==> src/rtl/assert_macros.svh <==
// Assertion helpers for the RTL.
`ifndef ASSERT_MACROS_SVH
`define ASSERT_MACROS_SVH

// The consequent must hold in the same cycle as the antecedent.
`define ASSERT_IMPLIES(lbl, clk, rstn, ante, cons) \
  lbl: assert property (@(posedge clk) disable iff (!rstn) (ante) |-> (cons)) \
    else $error("assertion failed");

// The consequent must hold in the cycle after the antecedent.
`define ASSERT_NEXT(lbl, clk, rstn, ante, cons) \
  lbl: assert property (@(posedge clk) disable iff (!rstn) (ante) |=> (cons)) \
    else $error("assertion failed");

`endif

==> src/rtl/pida_pkg.sv <==
`timescale 1ns / 1ps
`default_nettype none

package pida_pkg;

  localparam int unsigned DEPTH       = 16;
  localparam int unsigned IDX_W       = $clog2(DEPTH);
  localparam int unsigned CNT_W       = $clog2(DEPTH + 1);
  localparam int unsigned MAX_RESULTS = 16;

  localparam int unsigned DATA_W      = 32;
  localparam int unsigned CMD_W       = 3;
  localparam int unsigned POS_W       = 4;
  localparam int unsigned STATUS_W    = 2;
  localparam int unsigned COUNT_OUT_W = 5;

  typedef enum logic [CMD_W-1:0] {
    CMD_CLEAR   = 3'd0,
    CMD_APPEND  = 3'd1,
    CMD_DISPLAY = 3'd2,
    CMD_INSERT  = 3'd3,
    CMD_DELETE  = 3'd4
  } cmd_e;

  typedef enum logic [STATUS_W-1:0] {
    STAT_OK     = 2'd0,
    STAT_FULL   = 2'd1,
    STAT_BADPOS = 2'd2,
    STAT_EMPTY  = 2'd3
  } status_e;

endpackage

`default_nettype wire

==> src/rtl/positional_insert_delete_array.sv <==
`timescale 1ns / 1ps
`default_nettype none
`include "assert_macros.svh"

// Channel   Handshake                 Payload
// input     in_valid_i / in_ready_o   command_i, position_i, value_i
// output    out_valid_o / out_ready_i element_o, status_o, count_after_o, last_o
//
// Clear, append and every error answer in the cycle after the word is taken.
// Insert moves the elements from the position up a slot each through the
// one-port-each RAM, then writes the value; delete moves those above it down.
// Display reads one element per RAM access, then captures and returns each word.
// Reset empties the list; the element RAM itself is not cleared.
// A result is held until it is taken, and no new word is taken meanwhile.

module positional_insert_delete_array (
  input  logic                                    clk_i,
  input  logic                                    rst_ni,
  input  logic                                    in_valid_i,
  output logic                                    in_ready_o,
  input  logic [pida_pkg::CMD_W-1:0]              command_i,
  input  logic [pida_pkg::POS_W-1:0]              position_i,
  input  logic signed [pida_pkg::DATA_W-1:0]      value_i,
  output logic                                    out_valid_o,
  input  logic                                    out_ready_i,
  output logic signed [pida_pkg::DATA_W-1:0]      element_o,
  output logic [pida_pkg::STATUS_W-1:0]           status_o,
  output logic [pida_pkg::COUNT_OUT_W-1:0]        count_after_o,
  output logic                                    last_o
);

  localparam int unsigned IDX_W  = pida_pkg::IDX_W;
  localparam int unsigned CNT_W  = pida_pkg::CNT_W;
  localparam int unsigned DATA_W = pida_pkg::DATA_W;

  typedef enum logic [2:0] {
    S_IDLE,
    S_UP,
    S_DOWN,
    S_INS_WR,
    S_DISP_RD,
    S_DISP_CAP,
    S_RESP
  } state_e;

  state_e                 state_q;
  logic [CNT_W-1:0]       cnt_q;
  logic [IDX_W-1:0]       idx_q;
  logic [IDX_W-1:0]       wa_q;
  logic [IDX_W-1:0]       pos_q;
  logic [IDX_W-1:0]       disp_end_q;
  logic [DATA_W-1:0]      val_q;
  logic                   pend_q;
  logic                   rd_done_q;
  logic                   cap_q;
  logic                   first_q;
  logic                   disp_more_q;

  logic                   out_valid_q;
  logic [DATA_W-1:0]      elem_q;
  pida_pkg::status_e      status_q;
  logic [CNT_W-1:0]       ocnt_q;
  logic                   last_q;

  logic                   ram_we;
  logic [IDX_W-1:0]       ram_waddr;
  logic [DATA_W-1:0]      ram_wdata;
  logic                   ram_re;
  logic [IDX_W-1:0]       ram_raddr;
  logic [DATA_W-1:0]      ram_rdata;

  logic                   in_fire;
  logic                   is_full;
  logic                   is_empty;
  logic                   pos_gt_cnt;
  logic                   pos_ge_cnt;
  logic                   ins_at_end;
  logic [IDX_W-1:0]       pos_idx;

  assign in_ready_o = (state_q == S_IDLE);
  assign in_fire    = in_valid_i && in_ready_o;
  assign is_full    = (cnt_q == CNT_W'(pida_pkg::DEPTH));
  assign is_empty   = (cnt_q == '0);
  assign pos_gt_cnt = (int'(position_i) > int'(cnt_q));
  assign pos_ge_cnt = (int'(position_i) >= int'(cnt_q));
  assign ins_at_end = (int'(position_i) == int'(cnt_q));
  assign pos_idx    = IDX_W'(position_i);

  // RAM port steering. Appends and inserts at the end write straight from idle.
  always_comb begin
    ram_we    = 1'b0;
    ram_waddr = '0;
    ram_wdata = '0;
    ram_re    = 1'b0;
    ram_raddr = idx_q;
    unique case (state_q)
      S_IDLE: begin
        if (in_fire && !is_full &&
            ((command_i == pida_pkg::CMD_APPEND) ||
             ((command_i == pida_pkg::CMD_INSERT) && ins_at_end))) begin
          ram_we    = 1'b1;
          ram_waddr = cnt_q[IDX_W-1:0];
          ram_wdata = value_i;
        end
      end
      S_UP: begin
        ram_re    = !rd_done_q;
        ram_we    = pend_q;
        ram_waddr = wa_q;
        ram_wdata = ram_rdata;
      end
      S_DOWN: begin
        ram_re    = !rd_done_q;
        ram_we    = pend_q && !cap_q;
        ram_waddr = wa_q;
        ram_wdata = ram_rdata;
      end
      S_INS_WR: begin
        ram_we    = 1'b1;
        ram_waddr = pos_q;
        ram_wdata = val_q;
      end
      S_DISP_RD: begin
        ram_re = 1'b1;
      end
      S_DISP_CAP, S_RESP: begin
      end
      default: begin
      end
    endcase
  end

  pida_ram #(
    .WIDTH (DATA_W),
    .DEPTH (pida_pkg::DEPTH)
  ) u_ram (
    .clk_i   (clk_i),
    .we_i    (ram_we),
    .waddr_i (ram_waddr),
    .wdata_i (ram_wdata),
    .re_i    (ram_re),
    .raddr_i (ram_raddr),
    .rdata_o (ram_rdata)
  );

  always_ff @(posedge clk_i or negedge rst_ni) begin
    if (!rst_ni) begin
      state_q     <= S_IDLE;
      cnt_q       <= '0;
      idx_q       <= '0;
      wa_q        <= '0;
      pos_q       <= '0;
      disp_end_q  <= '0;
      val_q       <= '0;
      pend_q      <= 1'b0;
      rd_done_q   <= 1'b0;
      cap_q       <= 1'b0;
      first_q     <= 1'b0;
      disp_more_q <= 1'b0;
      out_valid_q <= 1'b0;
      elem_q      <= '0;
      status_q    <= pida_pkg::STAT_OK;
      ocnt_q      <= '0;
      last_q      <= 1'b0;
    end else begin
      unique case (state_q)
        S_IDLE: begin
          if (in_fire) begin
            elem_q      <= '0;
            last_q      <= 1'b1;
            ocnt_q      <= cnt_q;
            disp_more_q <= 1'b0;
            unique case (command_i)
              pida_pkg::CMD_CLEAR: begin
                cnt_q       <= '0;
                ocnt_q      <= '0;
                status_q    <= pida_pkg::STAT_OK;
                out_valid_q <= 1'b1;
                state_q     <= S_RESP;
              end
              pida_pkg::CMD_APPEND: begin
                out_valid_q <= 1'b1;
                state_q     <= S_RESP;
                if (is_full) begin
                  status_q <= pida_pkg::STAT_FULL;
                end else begin
                  cnt_q    <= cnt_q + CNT_W'(1);
                  ocnt_q   <= cnt_q + CNT_W'(1);
                  status_q <= pida_pkg::STAT_OK;
                end
              end
              pida_pkg::CMD_DISPLAY: begin
                if (is_empty) begin
                  status_q    <= pida_pkg::STAT_EMPTY;
                  out_valid_q <= 1'b1;
                  state_q     <= S_RESP;
                end else begin
                  idx_q <= '0;
                  if (int'(cnt_q) > int'(pida_pkg::MAX_RESULTS)) begin
                    disp_end_q <= IDX_W'(pida_pkg::MAX_RESULTS - 1);
                  end else begin
                    disp_end_q <= IDX_W'(cnt_q - CNT_W'(1));
                  end
                  state_q <= S_DISP_RD;
                end
              end
              pida_pkg::CMD_INSERT: begin
                if (is_full) begin
                  status_q    <= pida_pkg::STAT_FULL;
                  out_valid_q <= 1'b1;
                  state_q     <= S_RESP;
                end else if (pos_gt_cnt) begin
                  status_q    <= pida_pkg::STAT_BADPOS;
                  out_valid_q <= 1'b1;
                  state_q     <= S_RESP;
                end else if (ins_at_end) begin
                  cnt_q       <= cnt_q + CNT_W'(1);
                  ocnt_q      <= cnt_q + CNT_W'(1);
                  status_q    <= pida_pkg::STAT_OK;
                  out_valid_q <= 1'b1;
                  state_q     <= S_RESP;
                end else begin
                  idx_q     <= IDX_W'(cnt_q - CNT_W'(1));
                  pos_q     <= pos_idx;
                  val_q     <= value_i;
                  pend_q    <= 1'b0;
                  rd_done_q <= 1'b0;
                  state_q   <= S_UP;
                end
              end
              pida_pkg::CMD_DELETE: begin
                if (is_empty) begin
                  status_q    <= pida_pkg::STAT_EMPTY;
                  out_valid_q <= 1'b1;
                  state_q     <= S_RESP;
                end else if (pos_ge_cnt) begin
                  status_q    <= pida_pkg::STAT_BADPOS;
                  out_valid_q <= 1'b1;
                  state_q     <= S_RESP;
                end else begin
                  idx_q     <= pos_idx;
                  pend_q    <= 1'b0;
                  rd_done_q <= 1'b0;
                  cap_q     <= 1'b0;
                  first_q   <= 1'b1;
                  state_q   <= S_DOWN;
                end
              end
              default: begin
                // Unknown commands are dropped without a result.
                state_q <= S_IDLE;
              end
            endcase
          end
        end
        S_UP: begin
          // Read one element below, write the one read a cycle ago one slot up.
          pend_q <= !rd_done_q;
          wa_q   <= idx_q + IDX_W'(1);
          if (!rd_done_q) begin
            if (idx_q == pos_q) begin
              rd_done_q <= 1'b1;
            end else begin
              idx_q <= idx_q - IDX_W'(1);
            end
          end else begin
            state_q <= S_INS_WR;
          end
        end
        S_INS_WR: begin
          cnt_q       <= cnt_q + CNT_W'(1);
          ocnt_q      <= cnt_q + CNT_W'(1);
          status_q    <= pida_pkg::STAT_OK;
          out_valid_q <= 1'b1;
          state_q     <= S_RESP;
        end
        S_DOWN: begin
          // The first word read is the removed element; the rest move down a slot.
          pend_q <= !rd_done_q;
          cap_q  <= !rd_done_q && first_q;
          wa_q   <= idx_q - IDX_W'(1);
          if (!rd_done_q) begin
            first_q <= 1'b0;
            if (CNT_W'(idx_q) + CNT_W'(1) == cnt_q) begin
              rd_done_q <= 1'b1;
            end else begin
              idx_q <= idx_q + IDX_W'(1);
            end
          end
          if (pend_q && cap_q) begin
            elem_q <= ram_rdata;
          end
          if (rd_done_q) begin
            cnt_q       <= cnt_q - CNT_W'(1);
            ocnt_q      <= cnt_q - CNT_W'(1);
            status_q    <= pida_pkg::STAT_OK;
            out_valid_q <= 1'b1;
            state_q     <= S_RESP;
          end
        end
        S_DISP_RD: begin
          state_q <= S_DISP_CAP;
        end
        S_DISP_CAP: begin
          elem_q      <= ram_rdata;
          status_q    <= pida_pkg::STAT_OK;
          ocnt_q      <= cnt_q;
          last_q      <= (idx_q == disp_end_q);
          disp_more_q <= (idx_q != disp_end_q);
          out_valid_q <= 1'b1;
          state_q     <= S_RESP;
        end
        S_RESP: begin
          if (out_ready_i) begin
            out_valid_q <= 1'b0;
            if (disp_more_q) begin
              idx_q   <= idx_q + IDX_W'(1);
              state_q <= S_DISP_RD;
            end else begin
              state_q <= S_IDLE;
            end
          end
        end
        default: begin
          state_q <= S_IDLE;
        end
      endcase
    end
  end

  assign out_valid_o   = out_valid_q;
  assign element_o     = elem_q;
  assign status_o      = status_q;
  assign count_after_o = pida_pkg::COUNT_OUT_W'(ocnt_q);
  assign last_o        = last_q;

  `ASSERT_IMPLIES(a_cnt_range, clk_i, rst_ni, 1'b1, int'(cnt_q) <= int'(pida_pkg::DEPTH))
  `ASSERT_IMPLIES(a_no_take_while_busy, clk_i, rst_ni, out_valid_q, !in_ready_o)
  `ASSERT_IMPLIES(a_no_write_unless_busy, clk_i, rst_ni, state_q == S_RESP, !ram_we)
  `ASSERT_NEXT(a_clear_empties, clk_i, rst_ni, in_fire && (command_i == pida_pkg::CMD_CLEAR), cnt_q == '0)
  `ASSERT_IMPLIES(a_more_not_last, clk_i, rst_ni, out_valid_q && disp_more_q, !last_q)

endmodule

`default_nettype wire

==> src/rtl/pida_ram.sv <==
`timescale 1ns / 1ps
`default_nettype none

module pida_ram #(
  parameter int unsigned WIDTH = 32,
  parameter int unsigned DEPTH = 16
) (
  input  logic                     clk_i,
  input  logic                     we_i,
  input  logic [$clog2(DEPTH)-1:0] waddr_i,
  input  logic [WIDTH-1:0]         wdata_i,
  input  logic                     re_i,
  input  logic [$clog2(DEPTH)-1:0] raddr_i,
  output logic [WIDTH-1:0]         rdata_o
);

  logic [WIDTH-1:0] mem_q [DEPTH];
  logic [WIDTH-1:0] rdata_q;

  always_ff @(posedge clk_i) begin
    if (we_i) begin
      mem_q[waddr_i] <= wdata_i;
    end
    if (re_i) begin
      rdata_q <= mem_q[raddr_i];
    end
  end

  assign rdata_o = rdata_q;

endmodule

`default_nettype wire

==> config.mk <==
export PLATFORM = sky130hd
export DESIGN_NAME = positional_insert_delete_array
export DESIGN_NICKNAME = d
export VERILOG_FILES = /design/src/rtl/pida_pkg.sv /design/src/rtl/positional_insert_delete_array.sv /design/src/rtl/pida_ram.sv
export VERILOG_INCLUDE_DIRS = /design/src /design/src/rtl
export SDC_FILE = /design/constraint.sdc
export NUM_CORES = 1
export LEC_CHECK = 0
export BUFFER_PORTS_ARGS = -buffer_cell sky130_fd_sc_hd__buf_2
export CAP_MARGIN = 30
export CORE_UTILIZATION = 50
export CTS_CLUSTER_DIAMETER = 80
export DETAILED_ROUTE_END_ITERATION = 6
export GPL_TIMING_DRIVEN = 0
export PLACE_DENSITY_LB_ADDON = 0.15
export SLEW_MARGIN = 20
export SYNTH_ARGS = -nofsm -noshare
export SYNTH_HDL_FRONTEND = slang
export SYNTH_SLANG_ARGS = --single-unit
==> constraint.sdc <==
create_clock -name clk_i -period 7.4 [get_ports clk_i]
set_input_delay 1.11 -clock clk_i [delete_from_list [all_inputs] [get_ports clk_i]]
set_output_delay 1.11 -clock clk_i [all_outputs]
set_load 0.01 [all_outputs]
==> results.md, run 1 <==
- Req. time, crit path: 7.70 ns
- Cts hold-fix bufs: 0
- CTS max path bufs: 3
- Leading cell types by total area after synthesis: edfxtp_1 (62%), mux4_2 (14%), dfrtp_1 (9.7%)
- Unrepaired setup endpoints after global routing: false
- Number of remaining DRC errors: 0
- Full die area: approximately 54,000 µm²
- Syn Inst Count: approximately 1,400
- Average footprint of a synthesized cell: roughly 18 µm²
- Setup total negative slack: 0 ns
- Worst setup path category: flip-flop to flip-flop
- FP Rows: 83
- Most frequent cells after synthesis: edfxtp_1 (544), mux4_2 (160), dfrtp_1 (102), nand2_1 (96), o21ai_0 (66)
- Post-DR wirelength/cell: between 20 and 30 µm
- GR met3 Demand/Resource: 6.00%
- Result of the run: complete, no violations
- Crit start category: flip-flop
- Final antenna diode count: 0
- Max-cap violations: 0
- Antenna violations before repair: 1
- Data arrival at the endpoint of the critical path: about 4.8 ns
- Total number of H-tree levels: 3
- Sequential area share after synthesis: 71.6%
- Die Span X: ~230 µm
- Clock Pin Slew Worst Setup and Hold Paths: 0.06 ns
- Number of clock buffers inserted by TritonCTS: 68
- Overall Power: roughly 13 mW
- Worst setup slack before clock tree synthesis: slightly below 3 ns
- Fmax: approximately 220 MHz
- IR Drop Worst-Case VDD: 0.000213 V
- Number of distinct library cell variants in the gate-level netlist after synthesis: 76
- Via count of the first global-routing pass: about 15,000
- Worst-Margin Slew: just over 1 ns
- Number of failing setup endpoints in the final timing report: 0
- Routability cong.: about 0.84
- Net Count, Synth: 1,483
- Critical path peak fanout: 17
- Count of nets after finishing: roughly 1,700
- Fraction of layout instances using a drive strength above 1: between 20% and 30%
- Post-Route Skew: roughly 0.036 ns
- Met1 GRT Util: approximately 36%
- Post-DP HPWL: 43,300 µm
- Number of enable flip-flop cells after synthesis: about 540
- Drt pass-1 iters: 6
- Vias post-DR: ~15,000
- Buffer cell driving the clock tree root: clkbuf_16
- Floorplan core area: ~52,000 µm²
- Area taken by multi-input logic gates: 7030 µm²
- Global-route wire length before repair: around 100,000 µm
- Slew margin rel.: about a third
- I/O Pins: 85
- Ys flop type: edfxtp_1
- Number of fill cells: roughly 3,800
- Share of async-settable or async-resettable flops after synthesis: 15.8%
- Number of input and output port buffers inserted: a little over 80
- Count of final hold-check violations: 0
- Largest net degree at the start of global routing: 54
- GRT overflow: 0
- Number of DRC markers in iteration 0: 1,712
- Number of warnings issued by yosys: 0
- Signed area change from the synthesized netlist to the final layout: 16.5%
- Register cell area after layout: roughly 19,000 µm²
- Number of instances resized during post-cts repair: 0
- Final WS setup: ~2.9 ns
- Synth top area share: ~62%
- Number of pins with negative max-slew slack in the final report: 0
- Via/cell ratio: 6.22
- Clock period minus final worst setup slack: ~4.5 ns
- Category of the worst setup path capture point: flip-flop
- Met2 usage: between 40% and 50%
- Leakage power summed over all cells: roughly 11 nW
- Clock latency on the worst-skew pair: a little over 0.6 ns
- Post-CTS setup buffer count: 0
- Antenna Nets Post-Route: 0
- Clock Sinks: ~650
- Count of state elements after synthesis: around 650
- CTS tree: done
- Library cell with the largest summed area after synthesis: edfxtp_1
- All-layer global routing usage: a little over a quarter
- Leading cell type by number of instances after synthesis: edfxtp_1
- PD cells: about 410 nW/µm²
- Class of the tightest hold or removal check: input port to asynchronous set/reset pin
- DRT Wirelength: slightly below 70,000 µm
- Most Used Layer, Global Route: met2
- Effective utilization at floorplan: 51.0%
- Fin crit share: ~61%
- Die extent in y: around 230 µm
- Combined area of all synthesized cells: between 20,000 and 30,000 µm²
==> power by group <==
group / switching (mW) / internal, mW
Sequential: 0.251 / 4.91
Clock: 1.42 / 2.08
Combinational: 2.42 / 1.57
==> final cells by class <==
cell class                      instances  area share (%)
Buffer                                 88            1.32
Timing Repair Buffer                  118            3.53
Clock buffer                          100            6.46
Sequential cell                       646            61.5
Multi-Input combinational cell        650            22.9
Clock inverter                         25           0.998
Inverter                               47           0.578
Tap cell                              680            2.77
==> through the flow <==
| stage | util, % | hold slack [ns] | instance area (µm²) | instances |
|---|---|---|---|---|
| floorplan | - | 0.450 | 26400 | 1431 |
| global placement | 53.4 | 0.456 | 27600 | 2194 |
| detailed placement | 54.9 | 0.465 | 28400 | 2224 |
| CTS | 59.3 | 0.476 | 30700 | 2349 |
| global route | 59.4 | 0.501 | 30700 | 2354 |
| finish | 59.4 | 0.466 | 30700 | 2354 |
==> worst max-delay path: stages, from the launching register on <==
cell	delay, ns
dfrtp_1	0.52
clkbuf_1	0.47
inv_1	0.20
ha_1	0.37
and4b_1	0.33
a21oi_1	0.21
nor3_4	0.38
buf_4	0.27
nand3_1	0.10
a21o_1	0.34
nor2_4	0.67
buf_12	0.28
==> cells in the final DEF (no fill, tap or decap), drive strengths merged, types with 4 or more instances in the layout <==
cell type  count
o21ai         67
nor2b          9
o211ai         4
mux4         160
nand3          6
a21oi         32
or3b           4
a221o          5
dfrtp        102
a31oi          7
a22oi          4
edfxtp       544
xor2           9
nand2b         7
bufinv         6
nor3          11
xnor2         13
mux2          40
a21o           6
clkinv        17
o31ai          4
and2           4
and3           5
a22o           6
inv           49
ha             9
mux2i          5
nor2          49
buf          159
a222oi        32
nand2         97
clkbuf       147
==> worst paths after layout <==
| check | startpoint | end | slack [ns] | cells after the start |
|---|---|---|---|---|
| worst max-delay path | cnt_q[3] | u_ram.mem_q[4][15] | 2.90 | 11 |
| worst min-delay path | rst_ni | count_after_o[4] | 0.47 | 1 |
| worst max register to register | cnt_q[3] | u_ram.mem_q[4][15] | 2.90 | 11 |
| worst min register to register | element_o[28] | element_o[28] | 0.47 | 2 |
| max in group asynchronous | rst_ni | element_o[16] | 6.22 | 2 |
| min in group clk_i | element_o[28] | element_o[28] | 0.47 | 2 |
==> registers in the layout, indices dropped and copies added (netlist names) <==
name	count
idx_q	4
out_valid_o	1
count_after_o	5
pend_q	1
last_o	1
first_q	1
status_o	2
wa_q	4
rd_done_q	1
val_q	32
u_ram.rdata_o	32
state_q	3
cap_q	1
disp_end_q	4
element_o	32
pos_q	4
u_ram.mem_q	512
disp_more_q	1
cnt_q	5
==> cell families after synthesis <==
kind of cell    share of synthesized area [%]
simple gates                             3.91
mux                                      15.7
fa+ha+maj                               0.427
compound gates                           5.36
xor+xnor                                0.759
buf+inv                                  2.18
flops                                    71.6
==> metal layers <==
| metal | share of wire (%) | up-vias |
|---|---|---|
| met3 | 8.5 | 116 |
| met4 | 2.8 | 0 |
| met2 | 48 | 687 |
| li1 | - | 6157 |
| met5 | 0 | - |
| met1 | 40 | 7673 |
(Power assumes the default switching activity.)
==> run 2, diff against run 1 <==
==> constraint.sdc (replaced) <==
create_clock -name clk_i -period 3.8 [get_ports clk_i]
set_input_delay 0.57 -clock clk_i [delete_from_list [all_inputs] [get_ports clk_i]]
set_output_delay 0.57 -clock clk_i [all_outputs]
set_load 0.01 [all_outputs]
==> run 2 against run 1 <==
Effect of this change:
- the flow now finishes with violations (DRC)
- via count increased by 0.79%
- setup slack got worse by 2.8 ns
- highest routed layer unchanged
- clock power increased by 97%
- total power increased by 96%
- maximum frequency increased by 22%
- sequential share of layout area decreased by 0.82 points
- die area unchanged
- register-to-register slack got worse by 2.8 ns
==> results.md, run 2 (synthesis results as in run 1) <==
- Number of fill cells: between 3,000 and 4,000
- Die extent in y: between 200 and 250 µm
- Max-cap violations: 0
- PD cells: approximately 800 nW/µm²
- Fmax: 270 MHz
- Antenna Nets Post-Route: 0
- Final WS setup: roughly 0.1 ns
- Post-route worst hold slack: just over 0.2 ns
- Count of final hold-check violations: 0
- Count of nets after finishing: between 1,500 and 2,000
- Critical path, cell by cell: buf_6 > clkbuf_2 > inv_1 > ha_1 > and4b_1 > a21oi_2 > nor3_4 > buf_4 > nand2_1 > a211o_1 > nor2_4 > buf_12
- Antenna violations before repair: 1
- Highest-count cells in the layout ignoring fill and taps: edfxtp_1 (544), mux4_2 (160), buf_2 (111)
- Setup total negative slack: 0 ns
- Clock period minus final worst setup slack: 3.70 ns
- Number of pins with negative max-slew slack in the final report: 0
- Effective utilization at floorplan: between 50% and 60%
- Number of failing setup endpoints in the final timing report: 0
- Full die area: roughly 54,000 µm²
- Buffer cell driving the clock tree root: clkbuf_16
- Fin crit share: a little over nine tenths
- Floorplan core area: 51,700 µm²
- Post-Layout Inst Area: around 31,000 µm²
- Worst setup path category: flip-flop to flip-flop
- Req. time, crit path: slightly above 4 ns
- Largest register by flop count: u_ram.mem_q
- Post-DP HPWL: 44,400 µm
- Most common cell after layout, fill and taps aside: edfxtp_1
- GRT overflow: 0
- Leakage power summed over all cells: between 10 and 15 nW
- Routability cong.: a little under 0.9
- Number of input and output port buffers inserted: 83
- Post-Route Skew: ~0.02 ns
- Worst setup slack before clock tree synthesis: -0.505 ns
- Overall Power: ~25 mW
- Crit start category: flip-flop
- Number of DRC markers in iteration 0: approximately 1,600
- Number of remaining DRC errors: 5
- Critical path peak fanout: 16
- Post-DR wirelength/cell: about 29 µm
- Met2 usage: 42.7%
- GR met3 Demand/Resource: under 10%
- IR Drop Worst-Case VDD: 0.000403 V
- I/O Pins: 85
- Final antenna diode count: 0
- Cell type of the slowest stage on the worst timing path: a211o_1
- Met1 GRT Util: between 30% and 40%
- CTS max path bufs: 3
- Clock latency on the worst-skew pair: ~0.60 ns
- Via/cell ratio: 6.22
- Global-route wire length before repair: slightly above 100,000 µm
- Register cell area after layout: roughly 19,000 µm²
- Vias post-DR: around 15,000
- Data arrival at the endpoint of the critical path: 3.99 ns
- Die Span X: ~230 µm
- Class of the tightest hold or removal check: input port to flip-flop
- Via count of the first global-routing pass: approximately 15,000
- Category of the worst setup path capture point: flip-flop
- Most Used Layer, Global Route: met2
- Number of flip-flops under the largest register name: roughly 510
- Total number of H-tree levels: 3
- All-layer global routing usage: 26.7%
- Number of clock buffers inserted by TritonCTS: just under 70
- Result of the run: complete, but fails checks
- Clock Pin Slew Worst Setup and Hold Paths: about 0.06 ns
- Signed area change from the synthesized netlist to the final layout: 18.1%
- Violated checks: DRC
- Area taken by multi-input logic gates: slightly above 7000 µm²
- CTS tree: done
- DRT Wirelength: around 70,000 µm
- Fraction of layout instances using a drive strength above 1: 30.6%
- Drt pass-1 iters: 7
- Area post-placement: around 29,000 µm²
- Slew margin rel.: 35.0%
- FP Rows: 83
- Clock Sinks: about 650
- Largest net degree at the start of global routing: 65
- Worst-Margin Slew: ~1 ns
- Crit-path max cell delay: 0.45 ns
[run 2: cell count changes in the layout (fill, tap and decap cells not counted), moves of 5 or more]
cell | previous run | this run
nor2_1 | 37 | 31
clkbuf_8 | 10 | 3
buf_16 | 6 | 17
clkbuf_2 | 3 | 8
clkbuf_1 | 63 | 57
buf_4 | 5 | 17
[run 2: critical path, delay by kind of cell, from the launching register on]
| family | cells | cell delay, ns |
|---|---|---|
| AOI/OAI and AO/OA | 2 | 0.59 |
| adders and majority gates | 1 | 0.36 |
| buffers and inverters | 5 | 1.08 |
| DFF | 1 | 0.34 |
| and+or+nand+nor | 4 | 1.01 |
[run 2: final cells by class]
type,instances,share of cell area [%]
clock inverters,30,1.33
multi-input cells,650,22.7
repair buffers,140,4.64
clock buffers,94,6.08
plain buffers,86,1.31
inverters,47,0.570
flip-flops and latches,646,60.6
well taps,680,2.73
[run 2: path summary, 6_finish.rpt]
kind | from | to | slack [ns] | depth (start not counted)
setup / recovery | cnt_q[2] | u_ram.mem_q[15][16] | 0.1 | 12
hold / removal | value_i[29] | val_q[29] | 0.21 | 2
setup reg to reg | cnt_q[2] | u_ram.mem_q[15][16] | 0.1 | 12
hold reg to reg | element_o[9] | element_o[9] | 0.47 | 2
max in group asynchronous | rst_ni | val_q[23] | 2.59 | 3
min in group asynchronous | rst_ni | cnt_q[2] | 0.47 | 2
[run 2: timing repair]
action,CTS,global route
hold buffers,1,0
endpoints found under the hold margin,38,0
setup endpoints to repair,873,532
setup buffers,8,9
resized for setup,10,11
pin swaps,5,5
[run 2: power breakdown]
group          internal [mW]  switching, mW  total (mW)
combinational           3.10           4.75        7.84
sequential              9.56          0.501        10.1
clock                   4.13           2.75        6.88
[run 2: layer usage]
metal | routed length [µm] | vias up
met5 | 0 | -
met4 | 1780 | 0
met3 | 5270 | 109
met2 | 33800 | 637
met1 | 28500 | 7775
li1 | - | 6228
[run 2: per-stage QoR]
stage | util, % | instances
global route | 60.2 | 2373
detailed placement | 55.3 | 2230
floorplan | - | 1431
global placement | 53.5 | 2194
CTS | 60.0 | 2362
finish | 60.2 | 2373
